$ cat config.mk
export PLATFORM = sky130hd
export DESIGN_NAME = session_stat_counters
export DESIGN_NICKNAME = d
export VERILOG_FILES = /design/src/rtl/ssc_pkg.sv /design/src/rtl/ssc_total_ram.sv /design/src/rtl/session_stat_counters.sv
export VERILOG_INCLUDE_DIRS = /design/src /design/src/rtl
export SDC_FILE = /design/constraint.sdc
export NUM_CORES = 1
export LEC_CHECK = 0
export BUFFER_PORTS_ARGS = -buffer_cell sky130_fd_sc_hd__buf_2
export CORE_ASPECT_RATIO = 1.2
export CORE_MARGIN = 2
export CORE_UTILIZATION = 50
export DETAILED_ROUTE_END_ITERATION = 8
export PLACE_DENSITY_LB_ADDON = 0.25
export SYNTH_ARGS = -nofsm -noshare
export SYNTH_HDL_FRONTEND = slang
export SYNTH_SLANG_ARGS = --single-unit
$ cat constraint.sdc
create_clock -name clk_i -period 12.87 [get_ports clk_i]
set_input_delay 0.6435 -clock clk_i [delete_from_list [all_inputs] [get_ports clk_i]]
set_output_delay 0.6435 -clock clk_i [all_outputs]
set_load 0.03 [all_outputs]
$ cat src/rtl/session_stat_counters_defines.svh
// Assertion macros used by the session statistics RTL.
`ifndef SESSION_STAT_COUNTERS_DEFINES_SVH
`define SESSION_STAT_COUNTERS_DEFINES_SVH

`ifndef SYNTHESIS
`define SSC_ASSERT_IMPL(name, ante, cons) \
  name: assert property (@(posedge clk_i) disable iff (!rst_ni) (ante) |-> (cons)) \
    else $error("session stat counters: assertion failed");
`define SSC_ASSERT_NEXT(name, ante, cons) \
  name: assert property (@(posedge clk_i) disable iff (!rst_ni) (ante) |=> (cons)) \
    else $error("session stat counters: assertion failed");
`else
`define SSC_ASSERT_IMPL(name, ante, cons)
`define SSC_ASSERT_NEXT(name, ante, cons)
`endif

`endif

$ cat src/rtl/ssc_pkg.sv
// Types and constants for the session statistics counters.
`timescale 1ns / 1ps

package ssc_pkg;

  localparam int MaxSessions = 1024;
  localparam int NumTotals   = 10;
  localparam int ModeW       = 4;
  localparam int AmountW     = 64;
  localparam int ActiveW     = 11;
  localparam int GaugeW      = $clog2(MaxSessions + 1);
  localparam int AddrW       = $clog2(NumTotals);

  typedef enum logic [ModeW-1:0] {
    MODE_CREATED   = 4'd0,
    MODE_CLOSED    = 4'd1,
    MODE_BYTES_C2B = 4'd2,
    MODE_BYTES_B2C = 4'd3,
    MODE_DGRAM_C2B = 4'd4,
    MODE_DGRAM_B2C = 4'd5,
    MODE_REJECTED  = 4'd6,
    MODE_DROPPED   = 4'd7,
    MODE_ERROR     = 4'd8,
    MODE_TIMEOUT   = 4'd9
  } ssc_mode_e;

  typedef struct packed {
    logic               en;
    logic [AddrW-1:0]   addr;
    logic [AmountW-1:0] data;
  } ssc_wr_t;

endpackage

$ cat src/rtl/ssc_total_ram.sv
// Total store: synchronous memory with per-entry valid bits and write forwarding.
`timescale 1ns / 1ps

module ssc_total_ram (
  input  logic                           clk_i,
  input  logic                           rst_ni,
  input  logic                           rd_en_i,
  input  logic [ssc_pkg::ModeW-1:0]      rd_addr_i,
  output logic [ssc_pkg::AmountW-1:0]    rd_data_o,
  input  ssc_pkg::ssc_wr_t               wr_i
);

  logic [ssc_pkg::AmountW-1:0]   mem [ssc_pkg::NumTotals];
  logic [ssc_pkg::NumTotals-1:0] vld_q;
  logic [ssc_pkg::AmountW-1:0]   rd_data_q;
  logic [ssc_pkg::AddrW-1:0]     rd_idx;
  logic                          rd_in_range;
  logic                          rd_hit_wr;

  assign rd_idx      = rd_addr_i[ssc_pkg::AddrW-1:0];
  assign rd_in_range = (rd_addr_i < ssc_pkg::ModeW'(ssc_pkg::NumTotals));
  assign rd_hit_wr   = wr_i.en && (wr_i.addr == rd_idx);

  // Entries read as zero until first written after reset.
  always_ff @(posedge clk_i or negedge rst_ni) begin
    if (!rst_ni) begin
      vld_q <= '0;
    end else if (wr_i.en) begin
      vld_q[wr_i.addr] <= 1'b1;
    end
  end

  always_ff @(posedge clk_i) begin
    if (wr_i.en) begin
      mem[wr_i.addr] <= wr_i.data;
    end
    if (rd_en_i) begin
      // Forward a same-cycle write to the same entry.
      if (!rd_in_range) begin
        rd_data_q <= '0;
      end else if (rd_hit_wr) begin
        rd_data_q <= wr_i.data;
      end else if (vld_q[rd_idx]) begin
        rd_data_q <= mem[rd_idx];
      end else begin
        rd_data_q <= '0;
      end
    end
  end

  assign rd_data_o = rd_data_q;

endmodule

$ cat src/rtl/session_stat_counters.sv
// Session statistics counters: ten saturating 64-bit totals and a session gauge.
//
//  Channel  | Handshake                 | Payload
//  ---------+---------------------------+------------------------------------------
//  event    | start, busy               | mode_i, amount_i
//  result   | valid_o (one-cycle strobe)| accepted_o, total_value_o,
//           |                           | active_sessions_o, saturated_o
//  config   | cfg_valid_i, cfg_ready_o  | cfg_data_i (protocol_udp)
//
// One event per cycle; busy stays low. The total is read from the memory in the
// accept cycle, updated and written back in the next; the result registers load
// at the end of the write-back cycle. A write to the entry being read is
// forwarded at the memory read port. Reset clears all totals at once through
// per-entry valid bits; there is no clearing pass. The receiver cannot stall.
`timescale 1ns / 1ps
`include "session_stat_counters_defines.svh"

module session_stat_counters (
  input  logic                             clk_i,
  input  logic                             rst_ni,
  input  logic                             start,
  output logic                             busy,
  input  logic [ssc_pkg::ModeW-1:0]        mode_i,
  input  logic [ssc_pkg::AmountW-1:0]      amount_i,
  output logic                             valid_o,
  output logic                             accepted_o,
  output logic [ssc_pkg::AmountW-1:0]      total_value_o,
  output logic [ssc_pkg::ActiveW-1:0]      active_sessions_o,
  output logic                             saturated_o,
  input  logic                             cfg_valid_i,
  output logic                             cfg_ready_o,
  input  logic                             cfg_data_i
);

  localparam logic [ssc_pkg::GaugeW-1:0] MaxGauge = ssc_pkg::GaugeW'(ssc_pkg::MaxSessions);

  logic                          accept;
  logic                          udp_q;
  logic                          s1_valid_q;
  logic [ssc_pkg::ModeW-1:0]     s1_mode_q;
  logic [ssc_pkg::AmountW-1:0]   s1_amount_q;
  logic [ssc_pkg::AmountW-1:0]   cur_total;
  logic [ssc_pkg::AmountW-1:0]   new_total;
  logic                          hits_top;
  logic                          ok;
  logic                          amount_is_one;
  ssc_pkg::ssc_wr_t              wr;
  logic [ssc_pkg::GaugeW-1:0]    gauge_q, gauge_d;
  logic                          sat_q, sat_d;
  logic                          valid_q;
  logic                          accepted_q;
  logic [ssc_pkg::AmountW-1:0]   total_q;

  assign busy        = 1'b0;
  assign accept      = start && !busy;
  assign cfg_ready_o = 1'b1;

  always_ff @(posedge clk_i or negedge rst_ni) begin
    if (!rst_ni) begin
      udp_q <= 1'b0;
    end else if (cfg_valid_i && cfg_ready_o) begin
      udp_q <= cfg_data_i;
    end
  end

  ssc_total_ram u_ram (
    .clk_i     (clk_i),
    .rst_ni    (rst_ni),
    .rd_en_i   (accept),
    .rd_addr_i (mode_i),
    .rd_data_o (cur_total),
    .wr_i      (wr)
  );

  always_ff @(posedge clk_i or negedge rst_ni) begin
    if (!rst_ni) begin
      s1_valid_q <= 1'b0;
    end else begin
      s1_valid_q <= accept;
    end
  end

  always_ff @(posedge clk_i) begin
    if (accept) begin
      s1_mode_q   <= mode_i;
      s1_amount_q <= amount_i;
    end
  end

  assign amount_is_one = (s1_amount_q == ssc_pkg::AmountW'(1));

  always_comb begin
    unique case (ssc_pkg::ssc_mode_e'(s1_mode_q)) inside
      ssc_pkg::MODE_CREATED:
        ok = amount_is_one && (gauge_q < MaxGauge);
      ssc_pkg::MODE_CLOSED:
        ok = amount_is_one && (gauge_q != '0);
      ssc_pkg::MODE_DGRAM_C2B, ssc_pkg::MODE_DGRAM_B2C, ssc_pkg::MODE_DROPPED:
        ok = udp_q;
      ssc_pkg::MODE_BYTES_C2B, ssc_pkg::MODE_BYTES_B2C, ssc_pkg::MODE_REJECTED,
      ssc_pkg::MODE_ERROR, ssc_pkg::MODE_TIMEOUT:
        ok = 1'b1;
      default:
        ok = 1'b0;
    endcase
  end

  // Saturate when amount >= all-ones minus current total.
  assign hits_top  = (s1_amount_q >= ~cur_total);
  assign new_total = hits_top ? '1 : (cur_total + s1_amount_q);

  assign wr.en   = s1_valid_q && ok;
  assign wr.addr = s1_mode_q[ssc_pkg::AddrW-1:0];
  assign wr.data = new_total;

  always_comb begin
    gauge_d = gauge_q;
    sat_d   = sat_q;
    if (wr.en) begin
      if (s1_mode_q == ssc_pkg::MODE_CREATED) begin
        gauge_d = gauge_q + ssc_pkg::GaugeW'(1);
      end else if (s1_mode_q == ssc_pkg::MODE_CLOSED) begin
        gauge_d = gauge_q - ssc_pkg::GaugeW'(1);
      end
      if (hits_top) begin
        sat_d = 1'b1;
      end
    end
  end

  always_ff @(posedge clk_i or negedge rst_ni) begin
    if (!rst_ni) begin
      gauge_q <= '0;
      sat_q   <= 1'b0;
      valid_q <= 1'b0;
    end else begin
      gauge_q <= gauge_d;
      sat_q   <= sat_d;
      valid_q <= s1_valid_q;
    end
  end

  always_ff @(posedge clk_i) begin
    if (s1_valid_q) begin
      accepted_q <= ok;
      total_q    <= ok ? new_total : '0;
    end
  end

  assign valid_o           = valid_q;
  assign accepted_o        = accepted_q;
  assign total_value_o     = total_q;
  assign active_sessions_o = gauge_q[ssc_pkg::ActiveW-1:0];
  assign saturated_o       = sat_q;

  `SSC_ASSERT_IMPL(a_gauge_bounded, 1'b1, gauge_q <= MaxGauge)
  `SSC_ASSERT_NEXT(a_sat_sticky, sat_q, sat_q)
  `SSC_ASSERT_IMPL(a_refused_zero, valid_o && !accepted_o, total_value_o == '0)
  `SSC_ASSERT_NEXT(a_strobe_follows, !s1_valid_q, !valid_q)
  `SSC_ASSERT_IMPL(a_sat_shows_top, wr.en && hits_top, new_total == '1)

endmodule

Word level (Yosys, flattened, before mapping):

Memory sizes are Yosys's and may differ from the RTL's.
Index checks and enable logic that the tools add are counted.

* muxes and demuxes: 12
* equality and inequality tests: 11
* reduce and logical (&&, ||, !) cells: 12
* add/sub/neg operators: 3
* bitwise operators: 2
* order comparisons: 6

Operators with widths (count)
* 2-to-1 mux 64 bit: 3
* adder 64 bit: 1
* equality test 64 x 1 -> 1 bit, second input constant: 1
* greater-or-equal comparator 64 bit: 1
* inverter 64 bit: 1
* 2-to-1 mux 11 bit: 2
* equality test 4 x 3 -> 1 bit, second input constant: 4
* adder 11 x 1 -> 11 bit, second input constant: 1
* < comparator 11 bit, second input constant: 1
* nonzero test 11 bit: 1
* subtractor 11 x 1 -> 11 bit, second input constant: 1
* < comparator 4 x 5 -> 1 bit, second input constant: 2
* bitwise OR 10 bit: 1
* equality test 4 x 2 -> 1 bit, second input constant: 2
* equality test 4 bit, second input constant: 2
* logical AND 1 bit: 5
* OR reduction 5 bit: 1
* binary-select mux 1 bit (select 4 bit): 1
* demux 1 bit (select 4 bit): 1
* equality test 4 x 1 -> 1 bit, second input constant: 1
* equality test 4 bit: 1
* greater-or-equal comparator 4 x 1 -> 1 bit, second input constant: 1
* logical NOT 4 bit: 1
* < comparator 4 bit, second input constant: 1
* other kinds (5): 9

* word-level logic and storage cells: 58
* input bits: 73
* flip-flop bits (word level): 222
* memories: 1
* RAM bits: 640

Memories
* u_ram.mem: depth 10, bits a word 64, read ports 1, clocked after memory_dff 0, wr ports 1, RTL line ssc_total_ram.sv:13 `logic [ssc_pkg::AmountW-1:0] mem [ssc_pkg::NumTotals];`

Logic depth before layout (Yosys ltp):

Gate-level depths: netlist of run 1.

* depth after elaboration: 6
* gate-level depth with buffers: 13
* depth with buffers taken out: 12

By module:

Synthesis of run 1 repeated with hierarchy kept, for this count alone.

* cells, all modules: 2409
* area total of the unflattened synthesis: 38791.0 µm²

Modules (own cells, without submodules)
* ssc_total_ram: area each 28651.2 µm², cells an instance 1376, instances 1
* session_stat_counters: area each 10139.7 µm², cells an instance 1033, instances 1

Worst setup path before layout of run 1:

Ideal clock, no wire load.

* path type: reg-to-reg
* from: reg s1_valid_q
* to: reg u_ram.vld_q[4] (netlist name)
* clock period less this slack: 7.163 ns
* setup time: 0.092 ns
* arrival: 7.071 ns
* data required time: 12.778 ns
* path buffers: 0
* stages on the path, launching flop included: 4
* setup slack: 5.707 ns
* cell sequence: dfrtp_1 nand4b_1 nor3_1 or2_2

* longest elaborated chain between the ends: 1

RTL lines
* start, declared: RTL line session_stat_counters.sv:39 `logic s1_valid_q;`
* start signal, assigned: RTL line session_stat_counters.sv:79 `s1_valid_q <= accept;`
* logical AND 1 bit: RTL line session_stat_counters.sv:112 `assign wr.en = s1_valid_q && ok;`
* end signal, assigned: RTL line ssc_total_ram.sv:27 `vld_q <= '0;`
* end signal, assigned by index: RTL line ssc_total_ram.sv:29 `vld_q[wr_i.addr] <= 1'b1;`
* end, declared: RTL line ssc_total_ram.sv:14 `logic [ssc_pkg::NumTotals-1:0] vld_q;`

Every way passes these cells.
A chain may end at the register's enable or synchronous reset.

Final worst setup path of run 1:

* from: reg s1_mode_q[0] (netlist name)
* to: reg u_ram.rd_data_q, in the netlist u_ram.rd_data_o[27] (data pin)

* longest elaborated chain between the ends: 6
* elaborated cells on any way between the ends: 17

RTL lines
* start, declared: RTL line session_stat_counters.sv:40 `logic [ssc_pkg::ModeW-1:0] s1_mode_q;`
* start signal, assigned: RTL line session_stat_counters.sv:85 `s1_mode_q <= mode_i;`
* equality test 4 x 2 -> 1 bit (no source line), or another cell as far along
* OR reduction 5 bit or OR reduction 3 bit (tied branches): RTL line session_stat_counters.sv:93 `unique case (ssc_pkg::ssc_mode_e'(s1_mode_q)) inside`
* one-hot mux 1 bit (4 select lines): RTL line session_stat_counters.sv:93
* logical AND 1 bit: RTL line session_stat_counters.sv:112
* logical AND 1 bit (*): RTL line ssc_total_ram.sv:22 `assign rd_hit_wr = wr_i.en && (wr_i.addr == rd_idx);`
* 2-to-1 mux 64 bit (*): RTL line ssc_total_ram.sv:41 `end else if (rd_hit_wr) begin`
* end signal, assigned: RTL line ssc_total_ram.sv:42 `rd_data_q <= wr_i.data;`
* end signal, assigned: RTL line ssc_total_ram.sv:44 `rd_data_q <= mem[rd_idx];`
* end, declared: RTL line ssc_total_ram.sv:15 `logic [ssc_pkg::AmountW-1:0] rd_data_q;`

Mark *: on every way between the ends. The rest lies on a longest branch, timed or not.

==> impl_metrics.tcl, run 1 <==
set metrics [dict create \
    status "complete, no violations" \
    min_period_over_period 0.417 \
    ys_warn_count 0 \
    cap_violations 0 \
    synthFlopType "edfxtp_1" \
    route.detailed.drc 0 \
    numPortBuffers 150 \
    initial_utilization 0.505 \
    grtUsageMet2 0.441 \
    crit_fanout 52 \
    p_per_area_nw_per_um2 176 \
    async_flop_share 0.0290 \
    yosysTopAreaCell "edfxtp_1" \
    setup_violations 0 \
    synth_cell_types 65 \
    firstDrtPassIters 6 \
    grt_use_met3 0.0416 \
    wire_per_inst_um 28.0 \
    slowest_stage "nor4b_1" \
    gp_congestion 0.988 \
    cts_buffer_depth 3 \
    syn-instance-count 2388 \
    track_usage 0.266 \
    seq_area_frac_synth 0.691 \
    dpl.hpwl_um 65600 \
    grt_pass1_vias 22235 \
    fin_util 0.571 \
    grt_busiest_layer "met2" \
    rows 109 \
    design_power_total_mw 7.40 \
    startpoint_type "flip-flop" \
    synth_area_um2 37300 \
    path_class "flip-flop to flip-flop" \
    avgSynthCellArea_um2 15.6 \
    vias_per_cell 6.10 \
    power_leakage_nw 14.5 \
    core_um2 73800 \
    die_w_um 253 \
    slew_violations 0 \
    cts_setup_buffers 0 \
    nNetsFinal 2682 \
    cts-htree-levels 3 \
    drtIter0Drc 2118 \
    dieArea_um2 76800 \
    rsz0062_at_grt "no" \
    crit_path_end_kind "flip-flop" \
    num_antenna_cells 0 \
    worstPathRequired_ns 13.17 \
    netlist_top_cells_area "edfxtp_1 67%, mux4_2 7.9%, ha_1 2.5%" \
    ant_nets 0 \
    grt_pass1_wl_um 148000 \
    fin_worst_skew_ns 0.0255 \
    max_freq_ghz 0.186 \
    grt_max_degree 86 \
    ir_drop_mv 0.100 \
    area_growth_pct 13.0 \
    boundaryPins 153 \
    cts-root-buf "clkbuf_16" \
    hold_viol 0 \
    grtUsageMet1 0.349 \
    hold_path_class "input port to flip-flop" \
    insertion_delay_ns 0.66 \
    vias 21999 \
    antenna_found_initial 0 \
    clk_pin_slew_ns 0.06 \
    wl_um 101000 \
    cts_buffers 87 \
    finalCriticalPeriod_ns 5.37 \
    cts_tree "yes" \
    die_y_um 303 \
    synth_enable_flop_cells 837 \
    relSlewSlack 0.0575 \
    crit_top_cell "buf_4" \
    fin_hold_ws_ns 0.155 \
    clock_sinks 862 \
    synth_top_area_share 0.674 \
    crit_path_cell_trace "nor4b_1, a31oi_1, a21oi_4, buf_4, nand3b_1, buf_4, buf_4, nand2b_1, o221ai_1" \
    drive_above_1_share 0.200 \
    tightest_slew_ns 1.39 \
    fillers 5680 \
    syn_nets 2537 \
    critPathArrivalTime_ns 5.67 \
    grt_overflow 0 \
    fin_tns_setup_ns 0 \
    ys_ff_latch 862 \
    cpPeakStageDelay_ns 1.15 \
]
==> registers in the layout (all words and copies together) (netlist names), 4 cells and up <==
register           flops
u_ram.vld_q           10
active_sessions_o     11
u_ram.mem            640
u_ram.rd_data_o       64
s1_mode_q              4
total_value_o         64
s1_amount_q           64
==> layer usage <==
metal  part of all wire  vias up
met4              0.042        0
met5                  0        -
li1                   -     9689
met3              0.066      184
met2               0.49      937
met1               0.40    11189
==> cells by family (layout without fill, tap and decap cells) <==
| family | after synthesis | in the layout | synth area share |
|---|---|---|---|
| mux | 239 | 239 | 0.109 |
| buf+inv | 184 | 402 | 0.0203 |
| simple gates | 500 | 500 | 0.0625 |
| xor+xnor | 67 | 67 | 0.0157 |
| compound gates | 458 | 458 | 0.0752 |
| fa+ha+maj | 76 | 76 | 0.0259 |
| other cells | 2 | 2 | 0.000201 |
| flops | 862 | 862 | 0.691 |
==> per-stage QoR <==
stage	setup WS, ns	cell area, um^2	instances
after floorplan	5.71	37300	2388
final	7.50	42100	3605
after global placement	7.64	39100	3442
after global routing	7.53	42100	3605
after CTS	7.65	42100	3605
after detailed placement	7.68	39100	3442
==> cell type report <==
type                            count  area [um^2]  share of cell area
Sequential cell                   862        25800               0.612
Multi-Input combinational cell   1342        10900               0.258
Clock buffer                      107         2270              0.0539
Tap cell                          999         1250              0.0297
Timing Repair Buffer              183         1040              0.0247
Clock inverter                     55          718              0.0170
Inverter                           57          214             0.00508
==> worst max-delay path: cells and delay by family (launching register included) <==
family / cells / cell delay [ns]
flip-flops: 1 / 0.60
AND/OR/NAND/NOR: 3 / 1.98
AO/OA/AOI/OAI: 3 / 0.91
buffers and inverters: 3 / 1.40
==> layout by cell type (no fill, tap or decap), drive strengths merged, types with 8 or more instances in the layout <==
cell	instances
buf	182
a31oi	12
mux2	45
nand4	35
o21ai	127
dfrtp	25
nor4	23
o21a	20
bufinv	15
edfxtp	837
nor2b	25
ha	74
nand3	26
and3	8
o221ai	15
nand2b	12
clkinv	35
nor3	21
a21oi	139
o211ai	8
clkbuf	107
xor2	33
inv	59
o21bai	11
a211oi	33
xnor2	34
nor2	153
mux2i	64
or3	8
or2	13
nand2	158
o22ai	29
a21o	15
mux4	130
==> synth_stat cells, types with 20 or more instances <==
cell      instances
nor2b_1          25
nand4_1          35
o21ai_0         124
a21oi_1         139
o21a_1           20
nor2_1          153
o22ai_1          29
nor3_1           21
nand2_1         158
edfxtp_1        837
mux4_2          130
a211oi_1         33
clkbuf_1         79
inv_1            57
buf_2            36
mux2_2           45
dfrtp_1          25
xnor2_1          34
nand3_1          26
ha_1             74
nor4_1           23
xor2_1           33
mux2i_1          64
==> worst paths after layout <==
| check | start | to | slack, ns | depth (start not counted) |
|---|---|---|---|---|
| worst max-delay path | s1_mode_q[0] | u_ram.rd_data_o[27] | 7.50 | 9 |
| worst min-delay path | amount_i[60] | s1_amount_q[60] | 0.15 | 1 |
| worst max register to register | s1_mode_q[0] | u_ram.rd_data_o[27] | 7.50 | 9 |
| worst min register to register | u_ram.vld_q[4] | u_ram.vld_q[4] | 0.47 | 1 |
| max in group asynchronous | rst_ni | s1_valid_q | 11.85 | 2 |
| min in group asynchronous | rst_ni | saturated_o | 0.56 | 2 |
==> timing repair <==
action | in CTS | in global routing
setup endpoints to repair | 0 | 0
hold buffers | 1 | 0
gates resized for setup | 0 | 0
endpoints found under the hold margin | 25 | 0
==> where the power goes <==
part / internal [mW] / switching (mW) / total (mW)
Combinational: 0.352 / 0.905 / 1.26
Clock: 1.57 / 1.08 / 2.65
Sequential: 3.42 / 0.0787 / 3.50
Total: 5.34 / 2.07 / 7.40
Note: power is estimated with default switching activity, not from simulation.
==> run 2, diff against run 1 <==
==> constraint.sdc (replaced) <==
create_clock -name clk_i -period 4.7 [get_ports clk_i]
set_input_delay 0.235 -clock clk_i [delete_from_list [all_inputs] [get_ports clk_i]]
set_output_delay 0.235 -clock clk_i [all_outputs]
set_load 0.03 [all_outputs]
==> run 2 against run 1 <==
Non-clock buffer count rose by 101. Sequential power rose to 2.7 times the previous value. Critical path depth did not move. Die area did not move. Fmax rose by 21%. Via count rose by 2.1%. Utilization rose by 1.3 points. Routed wire length fell by 0.12%. Total power rose to 2.7 times the previous value. Clock-buffer cell count fell by 7. Critical path type unchanged. Highest routed layer unchanged.
==> impl_metrics.tcl, run 2 (synthesized netlist as in run 1, its figures left out) <==
set metrics [dict create \
    hold_path_depth 1 \
    reg2reg_depth 9 \
    initial_utilization 0.505 \
    dp_cells 3476 \
    insertion_delay_ns 0.65 \
    power_leakage_nw 14.9 \
    drive_above_1_share 0.207 \
    die_w_um 253 \
    max_freq_ghz 0.225 \
    antenna_found_initial 0 \
    clk_pin_slew_ns 0.06 \
    ant_nets 0 \
    fin_hold_ws_ns 0.0934 \
    drtIter0Drc 2076 \
    final_common_cell "edfxtp_1" \
    nNetsFinal 2782 \
    grt_pass1_wl_um 148000 \
    relSlewSlack 0.333 \
    stdcell_count 3700 \
    hold_viol 0 \
    dieArea_um2 76800 \
    critPathArrivalTime_ns 4.91 \
    gp_congestion 0.975 \
    worstPathRequired_ns 5.18 \
    largest_reg_flops 640 \
    grt_overflow 0 \
    track_usage 0.266 \
    p_per_area_nw_per_um2 461 \
    tightest_slew_ns 0.990 \
    crit_path_end_kind "flip-flop" \
    grt_pass1_vias 22851 \
    cts_buffers 86 \
    cts-htree-levels 3 \
    route.detailed.drc 0 \
    crit_top_cell "buf_4" \
    vias 22452 \
    num_antenna_cells 0 \
    cts_buffer_depth 3 \
    vias_per_cell 6.07 \
    cts_tree "yes" \
    firstDrtPassIters 5 \
    cts-root-buf "clkbuf_16" \
    fin_worst_skew_ns 0.0311 \
    numPortBuffers 150 \
    ir_drop_mv 0.379 \
    finalCriticalPeriod_ns 4.44 \
    regMostFlops "u_ram.mem" \
    fin_util 0.584 \
    startpoint_type "flip-flop" \
    min_period_over_period 0.944 \
    cpPeakStageDelay_ns 0.88 \
    core_um2 73800 \
    area_growth_pct 15.7 \
    cap_violations 0 \
    fin_tns_setup_ns 0 \
    slowest_stage "nor4_1" \
    path_class "flip-flop to flip-flop" \
    wl_um 101000 \
    rsz0062_at_grt "no" \
    crit_path_cell_trace "nor4_1, nand4_1, a31oi_1, a21oi_4, buf_4, nand3b_1, buf_4, nand2b_1, o221ai_1" \
    hold_path_class "input port to flip-flop" \
    slew_violations 0 \
    clock_sinks 862 \
    crit_fanout 45 \
    status "complete, no violations" \
    die_y_um 303 \
    setup_violations 0 \
    rows 109 \
    grt_max_degree 101 \
    boundaryPins 153 \
    wire_per_inst_um 27.3 \
    final_cell_mix "837 x edfxtp_1, 157 x nand2_1, 145 x nor2_1, 145 x buf_2, 137 x a21oi_1" \
    dpl.hpwl_um 64900 \
]
run 2: cell types whose count changed in the layout (fill, tap and decap cells not counted), moves of 4 or more:
cell           before  now
dlygate4sd3_1       1   68
bufinv_16          15    8
clkinv_4            1    6
clkinv_1           17   13
buf_4              33   48
clkbuf_1           18   13
inv_6               2    6
buf_12              1   20
run 2: area by class of cell:
type / count / area (um^2)
Tap cell: 999 / 1250
Clock buffer: 100 / 2230
Fill cell: 5611 / 30700
Inverter: 57 / 214
Sequential cell: 862 / 25800
Timing Repair Buffer: 284 / 2200
Clock inverter: 56 / 573
Multi-Input combinational cell: 1342 / 10900
run 2: worst max-delay path, delay by kind of cell, from the launching register on:
| family | cells | cell delay [ns] |
|---|---|---|
| AOI/OAI and AO/OA | 3 | 0.89 |
| and+or+nand+nor | 4 | 2.22 |
| DFF | 1 | 0.44 |
| buffers and inverters | 2 | 0.68 |
run 2: per-stage QoR:
stage	area [um^2]	total power, mW	worst slack (ns)
6_report	43100	19.9	0.262
3_5_place_dp	39600	13.1	0.0802
3_3_place_gp	39600	13.1	0.165
5_1_grt	43100	20.6	0.0803
4_1_cts	43100	20.0	0.0676
2_1_floorplan	37300	11.8	-0.832
run 2: power breakdown:
group          switching, mW  internal, mW
sequential             0.220          9.36
combinational           2.42          1.07
clock                   2.94          3.87
total                   5.58          14.3
run 2: metal layers:
layer,up-vias,global-route usage,wire (um)
li1,9865,-,-
met1,11621,0.360,41700
met2,820,0.452,50300
met3,146,0.0357,5870
met4,0,0.0804,2910
met5,-,0,0
run 2: repair_timing:
action,4_1_cts,5_1_grt
buffers inserted,0,0
hold endpoints to repair,124,0
setup endpoints to repair,0,245
resized for setup,0,1
hold buffers,68,0
run 2: final timing paths:
kind	startpoint	to	slack, ns
worst min-delay path	mode_i[3]	s1_mode_q[3]	0.09
worst max register to register	s1_amount_q[56]	u_ram.rd_data_o[59]	0.26
min in group asynchronous	rst_ni	active_sessions_o[2]	0.21
worst max-delay path	s1_amount_q[56]	u_ram.rd_data_o[59]	0.26
max in group asynchronous	rst_ni	s1_valid_q	4.00
worst min register to register	u_ram.vld_q[8]	u_ram.vld_q[8]	0.47
